[src/magnus_dew_point_fixed_core_defines.svh]
// Assertion helpers for the dew point core
`ifndef MAGNUS_DEW_POINT_FIXED_CORE_DEFINES_SVH
`define MAGNUS_DEW_POINT_FIXED_CORE_DEFINES_SVH

`define MDP_ASSERT_IMP(name, pre, post) \
  name: assert property (@(posedge clk_i) disable iff (!rst_ni) (pre) |-> (post)) \
    else $error("mdp assertion failed");

`define MDP_ASSERT_NXT(name, pre, post) \
  name: assert property (@(posedge clk_i) disable iff (!rst_ni) (pre) |=> (post)) \
    else $error("mdp assertion failed");

`endif

[src/mdp_pkg.sv]
`default_nettype none

package mdp_pkg;

  localparam logic [14:0] MagA = 15'd17684;
  localparam logic [14:0] MagB = 15'd23770;
  localparam logic [13:0] RhFloor = 14'd100;
  localparam logic [13:0] RhTop = 14'd10000;
  localparam logic [6:0] PctTop = 7'd100;
  localparam logic [6:0] Cent = 7'd100;
  localparam int unsigned QDepth = 2;

  typedef enum logic [1:0] {
    ST_OK    = 2'd0,
    ST_RANGE = 2'd1,
    ST_MATH  = 2'd2
  } status_e;

  typedef enum logic [1:0] {
    CFG_TEMP_MIN = 2'd0,
    CFG_TEMP_MAX = 2'd1,
    CFG_RH_MAX   = 2'd2
  } cfg_idx_e;

  typedef struct packed {
    logic signed [15:0] temperature;
    logic [15:0]        humidity;
  } cmd_t;

  typedef struct packed {
    status_e            status;
    logic signed [15:0] dew_point;
  } result_t;

  typedef struct packed {
    logic signed [15:0] temp_min;
    logic signed [15:0] temp_max;
    logic [13:0]        rh_max;
  } cfg_t;

  typedef struct packed {
    status_e            status;
    logic signed [15:0] temp;
    logic [15:0]        den;
    logic signed [13:0] ln_h;
  } item_t;

  // magnitude of round(ln(p/100) * 1024)
  function automatic logic [12:0] ln_mag(input logic [6:0] p);
    logic [12:0] m;
    unique case (p)
      7'd1: m = 13'd4716;   7'd2: m = 13'd4006;   7'd3: m = 13'd3591;
      7'd4: m = 13'd3296;   7'd5: m = 13'd3068;   7'd6: m = 13'd2881;
      7'd7: m = 13'd2723;   7'd8: m = 13'd2586;   7'd9: m = 13'd2466;
      7'd10: m = 13'd2358;  7'd11: m = 13'd2260;  7'd12: m = 13'd2171;
      7'd13: m = 13'd2089;  7'd14: m = 13'd2013;  7'd15: m = 13'd1943;
      7'd16: m = 13'd1877;  7'd17: m = 13'd1814;  7'd18: m = 13'd1756;
      7'd19: m = 13'd1701;  7'd20: m = 13'd1648;  7'd21: m = 13'd1598;
      7'd22: m = 13'd1550;  7'd23: m = 13'd1505;  7'd24: m = 13'd1461;
      7'd25: m = 13'd1420;  7'd26: m = 13'd1379;  7'd27: m = 13'd1341;
      7'd28: m = 13'd1304;  7'd29: m = 13'd1268;  7'd30: m = 13'd1233;
      7'd31: m = 13'd1199;  7'd32: m = 13'd1167;  7'd33: m = 13'd1135;
      7'd34: m = 13'd1105;  7'd35: m = 13'd1075;  7'd36: m = 13'd1046;
      7'd37: m = 13'd1018;  7'd38: m = 13'd991;   7'd39: m = 13'd964;
      7'd40: m = 13'd938;   7'd41: m = 13'd913;   7'd42: m = 13'd888;
      7'd43: m = 13'd864;   7'd44: m = 13'd841;   7'd45: m = 13'd818;
      7'd46: m = 13'd795;   7'd47: m = 13'd773;   7'd48: m = 13'd752;
      7'd49: m = 13'd730;   7'd50: m = 13'd710;   7'd51: m = 13'd690;
      7'd52: m = 13'd670;   7'd53: m = 13'd650;   7'd54: m = 13'd631;
      7'd55: m = 13'd612;   7'd56: m = 13'd594;   7'd57: m = 13'd576;
      7'd58: m = 13'd558;   7'd59: m = 13'd540;   7'd60: m = 13'd523;
      7'd61: m = 13'd506;   7'd62: m = 13'd490;   7'd63: m = 13'd473;
      7'd64: m = 13'd457;   7'd65: m = 13'd441;   7'd66: m = 13'd425;
      7'd67: m = 13'd410;   7'd68: m = 13'd395;   7'd69: m = 13'd380;
      7'd70: m = 13'd365;   7'd71: m = 13'd351;   7'd72: m = 13'd336;
      7'd73: m = 13'd322;   7'd74: m = 13'd308;   7'd75: m = 13'd295;
      7'd76: m = 13'd281;   7'd77: m = 13'd268;   7'd78: m = 13'd254;
      7'd79: m = 13'd241;   7'd80: m = 13'd228;   7'd81: m = 13'd216;
      7'd82: m = 13'd203;   7'd83: m = 13'd191;   7'd84: m = 13'd179;
      7'd85: m = 13'd166;   7'd86: m = 13'd154;   7'd87: m = 13'd143;
      7'd88: m = 13'd131;   7'd89: m = 13'd119;   7'd90: m = 13'd108;
      7'd91: m = 13'd97;    7'd92: m = 13'd85;    7'd93: m = 13'd74;
      7'd94: m = 13'd63;    7'd95: m = 13'd53;    7'd96: m = 13'd42;
      7'd97: m = 13'd31;    7'd98: m = 13'd21;    7'd99: m = 13'd10;
      default: m = 13'd0;
    endcase
    return m;
  endfunction

endpackage

`default_nettype wire

[src/mdp_queue.sv]
`default_nettype none

module mdp_queue (
  input  wire logic           clk_i,
  input  wire logic           rst_ni,
  input  wire logic           push_i,
  input  wire mdp_pkg::item_t item_i,
  input  wire logic           pop_i,
  output logic                valid_o,
  output mdp_pkg::item_t      item_o,
  output logic                full_o
);
  import mdp_pkg::*;

  localparam int unsigned PtrW = $clog2(QDepth);
  localparam int unsigned CntW = $clog2(QDepth + 1);

  item_t             mem_q [QDepth];
  logic [PtrW-1:0]   wr_q, wr_d, rd_q, rd_d;
  logic [CntW-1:0]   cnt_q, cnt_d;
  logic              do_push, do_pop;

  assign valid_o = (cnt_q != '0);
  assign full_o  = (cnt_q == CntW'(QDepth));
  assign item_o  = mem_q[rd_q];
  assign do_push = push_i && !full_o;
  assign do_pop  = pop_i && valid_o;

  always_comb begin
    wr_d  = wr_q;
    rd_d  = rd_q;
    cnt_d = cnt_q;
    if (do_push) begin
      wr_d = (wr_q == PtrW'(QDepth - 1)) ? '0 : PtrW'(wr_q + 1'b1);
    end
    if (do_pop) begin
      rd_d = (rd_q == PtrW'(QDepth - 1)) ? '0 : PtrW'(rd_q + 1'b1);
    end
    if (do_push && !do_pop) begin
      cnt_d = CntW'(cnt_q + 1'b1);
    end else if (do_pop && !do_push) begin
      cnt_d = CntW'(cnt_q - 1'b1);
    end
  end

  always_ff @(posedge clk_i or negedge rst_ni) begin
    if (!rst_ni) begin
      wr_q  <= '0;
      rd_q  <= '0;
      cnt_q <= '0;
    end else begin
      wr_q  <= wr_d;
      rd_q  <= rd_d;
      cnt_q <= cnt_d;
    end
  end

  always_ff @(posedge clk_i) begin
    if (do_push) begin
      mem_q[wr_q] <= item_i;
    end
  end

endmodule

`default_nettype wire

[config.mk]
export PLATFORM = sky130hd
export DESIGN_NAME = mdp_queue
export DESIGN_NICKNAME = d
export VERILOG_FILES = /design/src/magnus_dew_point_fixed_core_defines.svh /design/src/mdp_pkg.sv /design/src/mdp_queue.sv
export SDC_FILE = /design/constraint.sdc
export NUM_CORES = 1
export LEC_CHECK = 0
export BUFFER_PORTS_ARGS = -buffer_cell sky130_fd_sc_hd__buf_4
export CORE_ASPECT_RATIO = 1.4
export CORE_MARGIN = 1
export CORE_UTILIZATION = 54
export CTS_BUF_LIST = sky130_fd_sc_hd__clkbuf_2 sky130_fd_sc_hd__clkbuf_4 sky130_fd_sc_hd__clkbuf_8
export CTS_CLUSTER_DIAMETER = 60
export DETAILED_ROUTE_END_ITERATION = 8
export MAX_ROUTING_LAYER = met4
export PLACE_DENSITY = 0.92
export SLEW_MARGIN = 10
export SYNTH_ARGS = -nofsm -noshare
export SYNTH_HDL_FRONTEND = slang
export SYNTH_SLANG_ARGS = --single-unit
[constraint.sdc]
create_clock -name clk_i -period 4.1 [get_ports clk_i]
set_clock_uncertainty 0.15 [all_clocks]
set_input_delay 0.82 -clock clk_i [delete_from_list [all_inputs] [get_ports clk_i]]
set_output_delay 0.82 -clock clk_i [all_outputs]
set_load 0.02 [all_outputs]
==> impl_metrics.yaml <==
power_and_ir_drop:
  pwr-share-comb_pct: 35.5
  sw_frac_of_total_pct: 31.8
  p_clk_share_pct: 17.9
  p_per_area_nw_per_um2: 707
  power.leakage_nw: 1.82
  ir_worst_vdd_v: 0.000660
  switching_power_mw: 1.07
  seqPwrFrac_pct: 46.6
  p_int_mw: 2.29
grt:
  antenna_found_initial: 0
  grt_pass1_vias: 1900
  grt_pass1_wl_mm: 9.18
  grtUsageTotal_pct: 18.2
  gr-total-overflow: 0
  grt_max_degree: 50
clock_network:
  post_cts_resized: 0
  cts_tree: "done"
  cts_setup_buffers: 0
  cts_root_buf: "clkbuf_8"
  path_clk_slew_ns: 0.09
  numCtsBuffers: 9
  htreeDepth: 3
  worstSkewPairLatency_ns: 0.34
  cts_sinks: 100
  clockBufferDepth: 2
  hold_buffers: 0
detailed_routing:
  wl_per_cell_um: 15.9
  antenna_left: 0
  highest_layer: "met4"
  routed_wl_mm: 5.95
  wl_met1_mm: 2.34
  first_iter_violations: 107
  wl_met2_mm: 3.25
  vias_per_cell: 4.90
  vias: 1828
  drc: 0
  detail_route.first_pass.iterations: 6
  met3_wirelength_um: 182
place:
  placedCellCount: 357
  gp_congestion: 0.683
  portBuffers: 101
  pre_cts_ws_ns: 1.35
  place_hpwl_mm: 3.91
die:
  die-area_sq_um: 7210
  rows: 35
  ios: 102
  die_h_um: 100
  start_util_pct: 56.1
  core_sq_um: 6610
  die_w_um: 72.0
hold_path:
  hp-class: "in2async"
synthesis:
  synth_area_sq_um: 3710
  ys_seq_area_share_pct: 80.5
  ys_ff_latch: 100
  syn_nets: 221
  yosysWarningCount: 0
  ys_types: 16
  syn_area_per_cell_sq_um: 22.1
  synth_cells: 168
finish:
  fin_nets: 329
  antenna_cells: 0
  synthToLayoutAreaGrowth_pct: 28.0
  final_common_cell: "buf_4"
  drive_gt1_share_pct: 60.1
  fill_cells: 428
  multi_input_area_sq_um: 677
  area.sequential_sq_um: 2980
  final_cell_mix: "buf_4 (102), edfxtp_1 (96), mux2_2 (38), mux2_4 (10), clkbuf_8 (9)"
  final_cells: 373
worst_setup_path:
  cp-start-kind: "register"
  worstPathRequired_ns: 3.13
  arrival_ns: 2.12
  cp_max_fo: 49
  worstSetupPathType: "reg2out"
  end_kind: "output port"
run_status:
  outcome: "finished, final reports clean"
timing:
  tightest_slew_ns: 1.17
  fin_crit_ns: 3.09
  rsz0062_at_grt: "false"
  layout_setup_ws_ns: 1.01
  slew_violations: 0
  fin_setup_tns_ns: 0
  hold_slack_ns: 0.102
  max_freq_mhz: 324
  period_share_pct: 75.3
  maxSlewHeadroom_pct: 21.8
  hold_violations: 0
  setup_violations: 0
job:
  cap_violations: 0
[final cells by class]
cell class / count / share of cell area, %
multi-input combinational: 61 / 14.3
inverter: 2 / 0.158
timing repair buffer: 102 / 16.1
tap: 92 / 2.43
clock inverter: 6 / 1.34
clock buffer: 10 / 2.77
sequential: 100 / 62.9
[kinds of logic after synthesis]
| group | share of synthesized area (%) |
|---|---|
| simple gates | 0.912 |
| xor+xnor | 1.18 |
| fa+ha+maj | 0.337 |
| mux | 15.6 |
| buf+inv | 1.52 |
| flops | 80.5 |
[registers in the layout (all words and copies together), names as in the netlist]
register,cells
wr_q,1
cnt_q,2
mem_q,96
rd_q,1
[metal layers]
metal  global-route usage, %  vias up
met5                       -        -
met4                    11.2        0
met3                    1.91       13
met2                    30.6       59
met1                    21.1      888
li1                        -      868
[Yosys cell counts]
| library cell | n | area, sq um |
|---|---|---|
| buf_4 | 3 | 22.5 |
| ha_1 | 1 | 12.5 |
| or2_2 | 1 | 6.26 |
| nand2b_1 | 1 | 6.26 |
| mux2_4 | 10 | 150 |
| buf_6 | 1 | 11.3 |
| buf_8 | 1 | 15.0 |
| dfrtp_1 | 4 | 100 |
| xnor2_1 | 3 | 26.3 |
| inv_1 | 2 | 7.51 |
| nand2_1 | 2 | 7.51 |
| nor2_1 | 2 | 7.51 |
| edfxtp_1 | 96 | 2880 |
| mux2_2 | 38 | 428 |
| xor2_1 | 2 | 17.5 |
| and3_1 | 1 | 6.26 |
[power groups by stage]
stage,sequential [mW],clock [mW],combinational (mW)
6_report,1.56,0.601,1.19
5_1_grt,1.59,0.653,1.26
4_1_cts,1.57,0.613,1.21
3_5_place_dp,1.59,0,1.21
3_3_place_gp,1.57,0,1.19
2_1_floorplan,1.48,0,0.865
[critical path, stage by stage, from the launching register on]
cell	delay (ns)
dfrtp_2	1.15
mux2_2	0.44
buf_4	0.16
[per-stage QoR]
step / power, mW / util, % / cell area [sq um]
final: 3.35 / 71.8 / 4740
after detailed placement: 2.80 / 68.8 / 4550
after floorplan: 2.34 / - / 3710
after global routing: 3.51 / 71.8 / 4740
after CTS: 3.39 / 71.8 / 4740
after global placement: 2.77 / 68.8 / 4550
[worst paths after layout]
check,slack (ns),start,depth (start not counted),end
setup / recovery,1.01,rd_q,2,item_o[26]
hold / removal,0.10,rst_ni,1,cnt_q[1]
setup reg to reg,1.84,cnt_q[0],4,mem_q[0][35]
hold reg to reg,0.34,cnt_q[1],1,cnt_q[1]
max in group asynchronous,3.58,rst_ni,1,rd_q
min in group clk_i,0.34,cnt_q[1],1,cnt_q[1]
Power figures use the tool's default switching activity.
