<file path="src/magnus_dew_point_fixed_core_defines.svh">
// Assertion helpers for the dew point core
`ifndef MAGNUS_DEW_POINT_FIXED_CORE_DEFINES_SVH
`define MAGNUS_DEW_POINT_FIXED_CORE_DEFINES_SVH

`define MDP_ASSERT_IMP(name, pre, post) \
  name: assert property (@(posedge clk_i) disable iff (!rst_ni) (pre) |-> (post)) \
    else $error("mdp assertion failed");

`define MDP_ASSERT_NXT(name, pre, post) \
  name: assert property (@(posedge clk_i) disable iff (!rst_ni) (pre) |=> (post)) \
    else $error("mdp assertion failed");

`endif

</file>
<file path="src/mdp_pkg.sv">
`default_nettype none

package mdp_pkg;

  localparam logic [14:0] MagA = 15'd17684;
  localparam logic [14:0] MagB = 15'd23770;
  localparam logic [13:0] RhFloor = 14'd100;
  localparam logic [13:0] RhTop = 14'd10000;
  localparam logic [6:0] PctTop = 7'd100;
  localparam logic [6:0] Cent = 7'd100;
  localparam int unsigned QDepth = 2;

  typedef enum logic [1:0] {
    ST_OK    = 2'd0,
    ST_RANGE = 2'd1,
    ST_MATH  = 2'd2
  } status_e;

  typedef enum logic [1:0] {
    CFG_TEMP_MIN = 2'd0,
    CFG_TEMP_MAX = 2'd1,
    CFG_RH_MAX   = 2'd2
  } cfg_idx_e;

  typedef struct packed {
    logic signed [15:0] temperature;
    logic [15:0]        humidity;
  } cmd_t;

  typedef struct packed {
    status_e            status;
    logic signed [15:0] dew_point;
  } result_t;

  typedef struct packed {
    logic signed [15:0] temp_min;
    logic signed [15:0] temp_max;
    logic [13:0]        rh_max;
  } cfg_t;

  typedef struct packed {
    status_e            status;
    logic signed [15:0] temp;
    logic [15:0]        den;
    logic signed [13:0] ln_h;
  } item_t;

  // magnitude of round(ln(p/100) * 1024)
  function automatic logic [12:0] ln_mag(input logic [6:0] p);
    logic [12:0] m;
    unique case (p)
      7'd1: m = 13'd4716;   7'd2: m = 13'd4006;   7'd3: m = 13'd3591;
      7'd4: m = 13'd3296;   7'd5: m = 13'd3068;   7'd6: m = 13'd2881;
      7'd7: m = 13'd2723;   7'd8: m = 13'd2586;   7'd9: m = 13'd2466;
      7'd10: m = 13'd2358;  7'd11: m = 13'd2260;  7'd12: m = 13'd2171;
      7'd13: m = 13'd2089;  7'd14: m = 13'd2013;  7'd15: m = 13'd1943;
      7'd16: m = 13'd1877;  7'd17: m = 13'd1814;  7'd18: m = 13'd1756;
      7'd19: m = 13'd1701;  7'd20: m = 13'd1648;  7'd21: m = 13'd1598;
      7'd22: m = 13'd1550;  7'd23: m = 13'd1505;  7'd24: m = 13'd1461;
      7'd25: m = 13'd1420;  7'd26: m = 13'd1379;  7'd27: m = 13'd1341;
      7'd28: m = 13'd1304;  7'd29: m = 13'd1268;  7'd30: m = 13'd1233;
      7'd31: m = 13'd1199;  7'd32: m = 13'd1167;  7'd33: m = 13'd1135;
      7'd34: m = 13'd1105;  7'd35: m = 13'd1075;  7'd36: m = 13'd1046;
      7'd37: m = 13'd1018;  7'd38: m = 13'd991;   7'd39: m = 13'd964;
      7'd40: m = 13'd938;   7'd41: m = 13'd913;   7'd42: m = 13'd888;
      7'd43: m = 13'd864;   7'd44: m = 13'd841;   7'd45: m = 13'd818;
      7'd46: m = 13'd795;   7'd47: m = 13'd773;   7'd48: m = 13'd752;
      7'd49: m = 13'd730;   7'd50: m = 13'd710;   7'd51: m = 13'd690;
      7'd52: m = 13'd670;   7'd53: m = 13'd650;   7'd54: m = 13'd631;
      7'd55: m = 13'd612;   7'd56: m = 13'd594;   7'd57: m = 13'd576;
      7'd58: m = 13'd558;   7'd59: m = 13'd540;   7'd60: m = 13'd523;
      7'd61: m = 13'd506;   7'd62: m = 13'd490;   7'd63: m = 13'd473;
      7'd64: m = 13'd457;   7'd65: m = 13'd441;   7'd66: m = 13'd425;
      7'd67: m = 13'd410;   7'd68: m = 13'd395;   7'd69: m = 13'd380;
      7'd70: m = 13'd365;   7'd71: m = 13'd351;   7'd72: m = 13'd336;
      7'd73: m = 13'd322;   7'd74: m = 13'd308;   7'd75: m = 13'd295;
      7'd76: m = 13'd281;   7'd77: m = 13'd268;   7'd78: m = 13'd254;
      7'd79: m = 13'd241;   7'd80: m = 13'd228;   7'd81: m = 13'd216;
      7'd82: m = 13'd203;   7'd83: m = 13'd191;   7'd84: m = 13'd179;
      7'd85: m = 13'd166;   7'd86: m = 13'd154;   7'd87: m = 13'd143;
      7'd88: m = 13'd131;   7'd89: m = 13'd119;   7'd90: m = 13'd108;
      7'd91: m = 13'd97;    7'd92: m = 13'd85;    7'd93: m = 13'd74;
      7'd94: m = 13'd63;    7'd95: m = 13'd53;    7'd96: m = 13'd42;
      7'd97: m = 13'd31;    7'd98: m = 13'd21;    7'd99: m = 13'd10;
      default: m = 13'd0;
    endcase
    return m;
  endfunction

endpackage

`default_nettype wire

</file>
<file path="src/mdp_front.sv">
`default_nettype none

module mdp_front (
  input  wire logic          clk_i,
  input  wire logic          rst_ni,
  input  wire logic          valid_i,
  input  wire mdp_pkg::cmd_t cmd_i,
  input  wire mdp_pkg::cfg_t cfg_i,
  output logic               valid_o,
  output mdp_pkg::item_t     item_o
);
  import mdp_pkg::*;

  // stage 1: classify, clamp humidity, split percent
  logic               s1_v_q;
  status_e            s1_status_q, s1_status_d;
  logic signed [15:0] s1_temp_q;
  logic [15:0]        s1_den_q;
  logic [13:0]        s1_rh_q, s1_rh_d;
  logic [6:0]         s1_pct_q;

  logic signed [17:0] den_full;
  logic [13:0]        lim;
  logic [25:0]        pct_mul;

  assign den_full = 18'(cmd_i.temperature) + 18'sd23770;
  assign pct_mul  = 26'(s1_rh_d) * 26'd5243;

  always_comb begin
    if (cmd_i.temperature < cfg_i.temp_min || cmd_i.temperature > cfg_i.temp_max) begin
      s1_status_d = ST_RANGE;
    end else if (den_full <= 18'sd0) begin
      s1_status_d = ST_MATH;
    end else begin
      s1_status_d = ST_OK;
    end
    if (cfg_i.rh_max < RhFloor) begin
      lim = RhFloor;
    end else if (cfg_i.rh_max > RhTop) begin
      lim = RhTop;
    end else begin
      lim = cfg_i.rh_max;
    end
    if (cmd_i.humidity < 16'(RhFloor)) begin
      s1_rh_d = RhFloor;
    end else if (cmd_i.humidity > 16'(lim)) begin
      s1_rh_d = lim;
    end else begin
      s1_rh_d = cmd_i.humidity[13:0];
    end
  end

  // stage 2: table lookup and interpolation product
  logic               s2_v_q;
  status_e            s2_status_q;
  logic signed [15:0] s2_temp_q;
  logic [15:0]        s2_den_q;
  logic [12:0]        s2_mag_q, s2_mag_d;
  logic [16:0]        s2_prod_q, s2_prod_d;

  logic [13:0] frac_w;
  logic [12:0] mag_hi;
  logic [9:0]  step_span;

  always_comb begin
    frac_w   = s1_rh_q - 14'(s1_pct_q) * 14'(Cent);
    s2_mag_d = ln_mag(s1_pct_q);
    mag_hi   = (s1_pct_q < PctTop) ? ln_mag(7'(s1_pct_q + 7'd1)) : s2_mag_d;
    step_span = 10'(s2_mag_d - mag_hi);
    s2_prod_d = 17'(step_span) * 17'(frac_w[6:0]);
  end

  // stage 3: divide step by 100, truncating
  logic   s3_v_q;
  item_t  s3_item_q, s3_item_d;
  logic [33:0] step_mul;
  logic [12:0] ln_mag_w;

  always_comb begin
    step_mul = 34'(s2_prod_q) * 34'd167773;
    ln_mag_w = s2_mag_q - 13'(step_mul[33:24]);
    s3_item_d.status = s2_status_q;
    s3_item_d.temp   = s2_temp_q;
    s3_item_d.den    = s2_den_q;
    s3_item_d.ln_h   = -$signed({1'b0, ln_mag_w});
  end

  always_ff @(posedge clk_i or negedge rst_ni) begin
    if (!rst_ni) begin
      s1_v_q <= 1'b0;
      s2_v_q <= 1'b0;
      s3_v_q <= 1'b0;
    end else begin
      s1_v_q <= valid_i;
      s2_v_q <= s1_v_q;
      s3_v_q <= s2_v_q;
    end
  end

  always_ff @(posedge clk_i) begin
    s1_status_q <= s1_status_d;
    s1_temp_q   <= cmd_i.temperature;
    s1_den_q    <= den_full[15:0];
    s1_rh_q     <= s1_rh_d;
    s1_pct_q    <= pct_mul[25:19];
    s2_status_q <= s1_status_q;
    s2_temp_q   <= s1_temp_q;
    s2_den_q    <= s1_den_q;
    s2_mag_q    <= s2_mag_d;
    s2_prod_q   <= s2_prod_d;
    s3_item_q   <= s3_item_d;
  end

  assign valid_o = s3_v_q;
  assign item_o  = s3_item_q;

endmodule

`default_nettype wire

</file>
<file path="config.mk">
export PLATFORM = sky130hd
export DESIGN_NAME = mdp_front
export DESIGN_NICKNAME = d
export VERILOG_FILES = /design/src/magnus_dew_point_fixed_core_defines.svh /design/src/mdp_pkg.sv /design/src/mdp_front.sv
export SDC_FILE = /design/constraint.sdc
export NUM_CORES = 1
export LEC_CHECK = 0
export ABC_CLOCK_PERIOD_IN_PS = 20500
export BUFFER_PORTS_ARGS = -buffer_cell sky130_fd_sc_hd__buf_2
export CAP_MARGIN = 20
export CORE_MARGIN = 4
export CORE_UTILIZATION = 55
export CTS_CLUSTER_DIAMETER = 120
export CTS_CLUSTER_SIZE = 10
export DETAILED_ROUTE_END_ITERATION = 7
export GPL_TIMING_DRIVEN = 0
export PLACE_DENSITY_LB_ADDON = 0.05
export SETUP_SLACK_MARGIN = 0.15
export SYNTH_ARGS = -nofsm -noshare
export SYNTH_HDL_FRONTEND = slang
export SYNTH_SLANG_ARGS = --single-unit
</file>
<file path="constraint.sdc">
create_clock -name clk_i -period 20.5 [get_ports clk_i]
set_input_delay 3.075 -clock clk_i [delete_from_list [all_inputs] [get_ports clk_i]]
set_output_delay 3.075 -clock clk_i [all_outputs]
set_load 0.1 [all_outputs]
</file>
==> metrics <==
status finished, final reports clean; family with the most delay on the worst path compound AO/OA/AOI/OAI gates; crit-path most repeated cell inv_1; Unique masters post-synth 85; Worst-Skew Late Latency 0.45 ns; Max-Cap Viols 0; CP max FO 10; site row count 69; Worst-Margin Slew 1.039 ns; pin count of the biggest net entering global routing 22; number of buffers created by CTS 17; CP max-delay cell o31ai_1; Die W 199.6 um; CP max stage delay 0.63 ns; number of global-route vias before repair 17180; Cells after Synth 2242; post-CTS resize count 0; antenna fix cells 0; Core Box Area 35910 sq um; DRT Wirelength 53590 um; Hold Fails Final Rpt 0; die height 199.6 um; postcts setup bufs 0; Critical Path RT 20.88 ns; GRT Util Overall 27.61%; synth warn 0; Layout Nets 3047; worst path bufs/invs 10; flip-flop and latch count after synthesis 173; post-synthesis sequential area ratio 17.22%; total congestion overflow 0; Final period util 65.89%; initial antenna violation count 0; DR vias 16420; via-per-instance ratio 5.729; Hold Buf Count CTS 0; relative slew slack 30.03%; Crit Path Category in2reg; drt wl/cell 18.70 um; residual DRC count 0; most common cell after layout, fill and taps aside inv_1; first-pass GRT wire length 87990 um; unrepaired setup endpoints after global routing false; maximum operating frequency 74.03 MHz; post-route ant nets 0; Placed Area 21430 sq um; Mapped Nets 2897; CTS tree built; Cell Area, Synth 20190 sq um; finished layout cell area 22060 sq um; syn avg cell area 9.007 sq um; total negative setup slack 0 ns; final setup fails 0; Synth Flop Type dfxtp_1; Area Overhead vs Synth 9.220%; CTS Root Cell clkbuf_16; Final Util 61.41%; clock-pin slew on the worst setup and hold paths 0.07 ns; I/O pin count 130; final setup skew 0.01611 ns; fin crit period 13.51 ns; layout cells sized above 1 9.231%; fillers 3209; CP Capture Type flip-flop; Startpoint Class input pin; I/O Buffers 129; Reg area 3478 sq um; Worst R2R Setup Slack 10.28 ns; placer congestion estimate 1.015; H-tree levels 4; drt pass-1 iters 5; Post-synth ARST share 1.734%; commonest non-fill, non-tap cells in the layout inv_1, ha_1, fa_1, dfxtp_1, buf_2; worst hold path class reg2reg; fin. max-slew vios 0; CTS Sinks 173; Post-DP HPWL 44180 um; Worst Path Arrival 13.89 ns; DRT iter0 DRCs 997; Post-synth EDFFs 0; Multi-input gate area 14920 sq um; Initial Util 56.23%; die area 39850 sq um; CTS Buffer Depth 2
[registers in the layout, indices dropped and copies added, names as in the netlist]
signal / cells
s2_temp_q: 15
s2_den_q: 16
s2_prod_q: 17
s2_mag_d: 13
s1_rh_q: 7
s2_v_q: 1
item_o: 47
s2_mag_q: 13
valid_o: 1
s1_den_q: 16
s2_status_q: 2
s1_pct_q: 7
s1_temp_q: 15
s1_v_q: 1
s1_status_q: 2
[through the flow]
stage	worst slack (ns)	cells	hold WS [ns]
5_1_grt	6.257	2866	0.3266
4_1_cts	7.161	2866	0.3242
6_report	6.992	2866	0.3271
2_1_floorplan	8.426	2242	0.3096
3_3_place_gp	6.269	2832	0.3096
3_5_place_dp	6.699	2834	0.3121
[worst reg2reg max path, delay by kind of cell (launching register included)]
kind / cells / cell delay (ns)
AND/OR/NAND/NOR: 1 / 0.15
flip-flops: 1 / 0.57
adder cells (fa/ha/maj): 9 / 3.66
buffers and inverters: 7 / 2.24
XOR/XNOR: 2 / 0.73
AO/OA/AOI/OAI: 16 / 2.83
[area by class of cell]
type / count / share of cell area (%)
Buffer: 69 / 1.396
Clock buffer: 17 / 1.929
Clock inverter: 15 / 0.9133
Inverter: 394 / 6.728
Multi-Input combinational cell: 1606 / 67.66
Sequential cell: 173 / 15.77
Tap cell: 461 / 2.615
Timing Repair Buffer: 131 / 2.984
[synthesized netlist by cell type (9+ instances only)]
master,n,share of area [%]
nand2_1,137,2.5
o311ai_0,9,0.39
nand2b_1,21,0.65
o21ai_1,9,0.22
and2_1,22,0.68
xor2_1,30,1.3
inv_1,389,7.2
a21oi_1,128,3.2
dfxtp_1,170,17
o21ai_0,107,2.7
buf_2,9,0.22
o21a_1,10,0.37
nor3_1,40,0.99
clkbuf_1,49,0.91
a211oi_1,18,0.67
fa_1,212,21
o31ai_1,11,0.41
o211ai_1,18,0.67
a31oi_1,16,0.50
a21o_1,27,1.0
ha_1,362,22
and3_1,9,0.28
nor2b_1,24,0.74
nand3_1,24,0.59
nand4_1,17,0.53
nor2_1,135,2.5
o21bai_1,10,0.37
xnor2_1,62,2.7
[logic make-up after synthesis]
kind of cell               count (synthesis)  share of synthesized area [%]
AOI/OAI and AO/OA                        440                          13.92
adders and majority gates                574                          43.44
DFF                                      173                          17.22
muxes                                     10                         0.6258
and+or+nand+nor                          487                          11.62
xor gates and xnor gates                  95                          4.287
buffers and inverters                    463                          8.872
[final timing paths]
check,startpoint,to,cells after the start
max,cfg_i[0],s2_mag_d[6],41
min,s2_temp_q[5],item_o[35],0
max reg2reg,s1_pct_q[0],s2_prod_q[16],35
min reg2reg,s2_temp_q[5],item_o[35],0
max in group asynchronous,rst_ni,s1_v_q,1
min in group asynchronous,rst_ni,valid_o,1
[routing by layer]
metal	vias to the layer above	GRT usage, %	routed length (um)	share of wire [%]
li1	7803	-	-	-
met1	7944	37.20	23530	44
met2	569	46.39	25610	48
met3	102	4.721	3295	6.1
met4	0	7.145	1156	2.2
met5	-	0	0	0
Power is left out: the tool's default activity adds up to more than one toggle a clock period on the data nets, which glitch-free logic cannot reach.
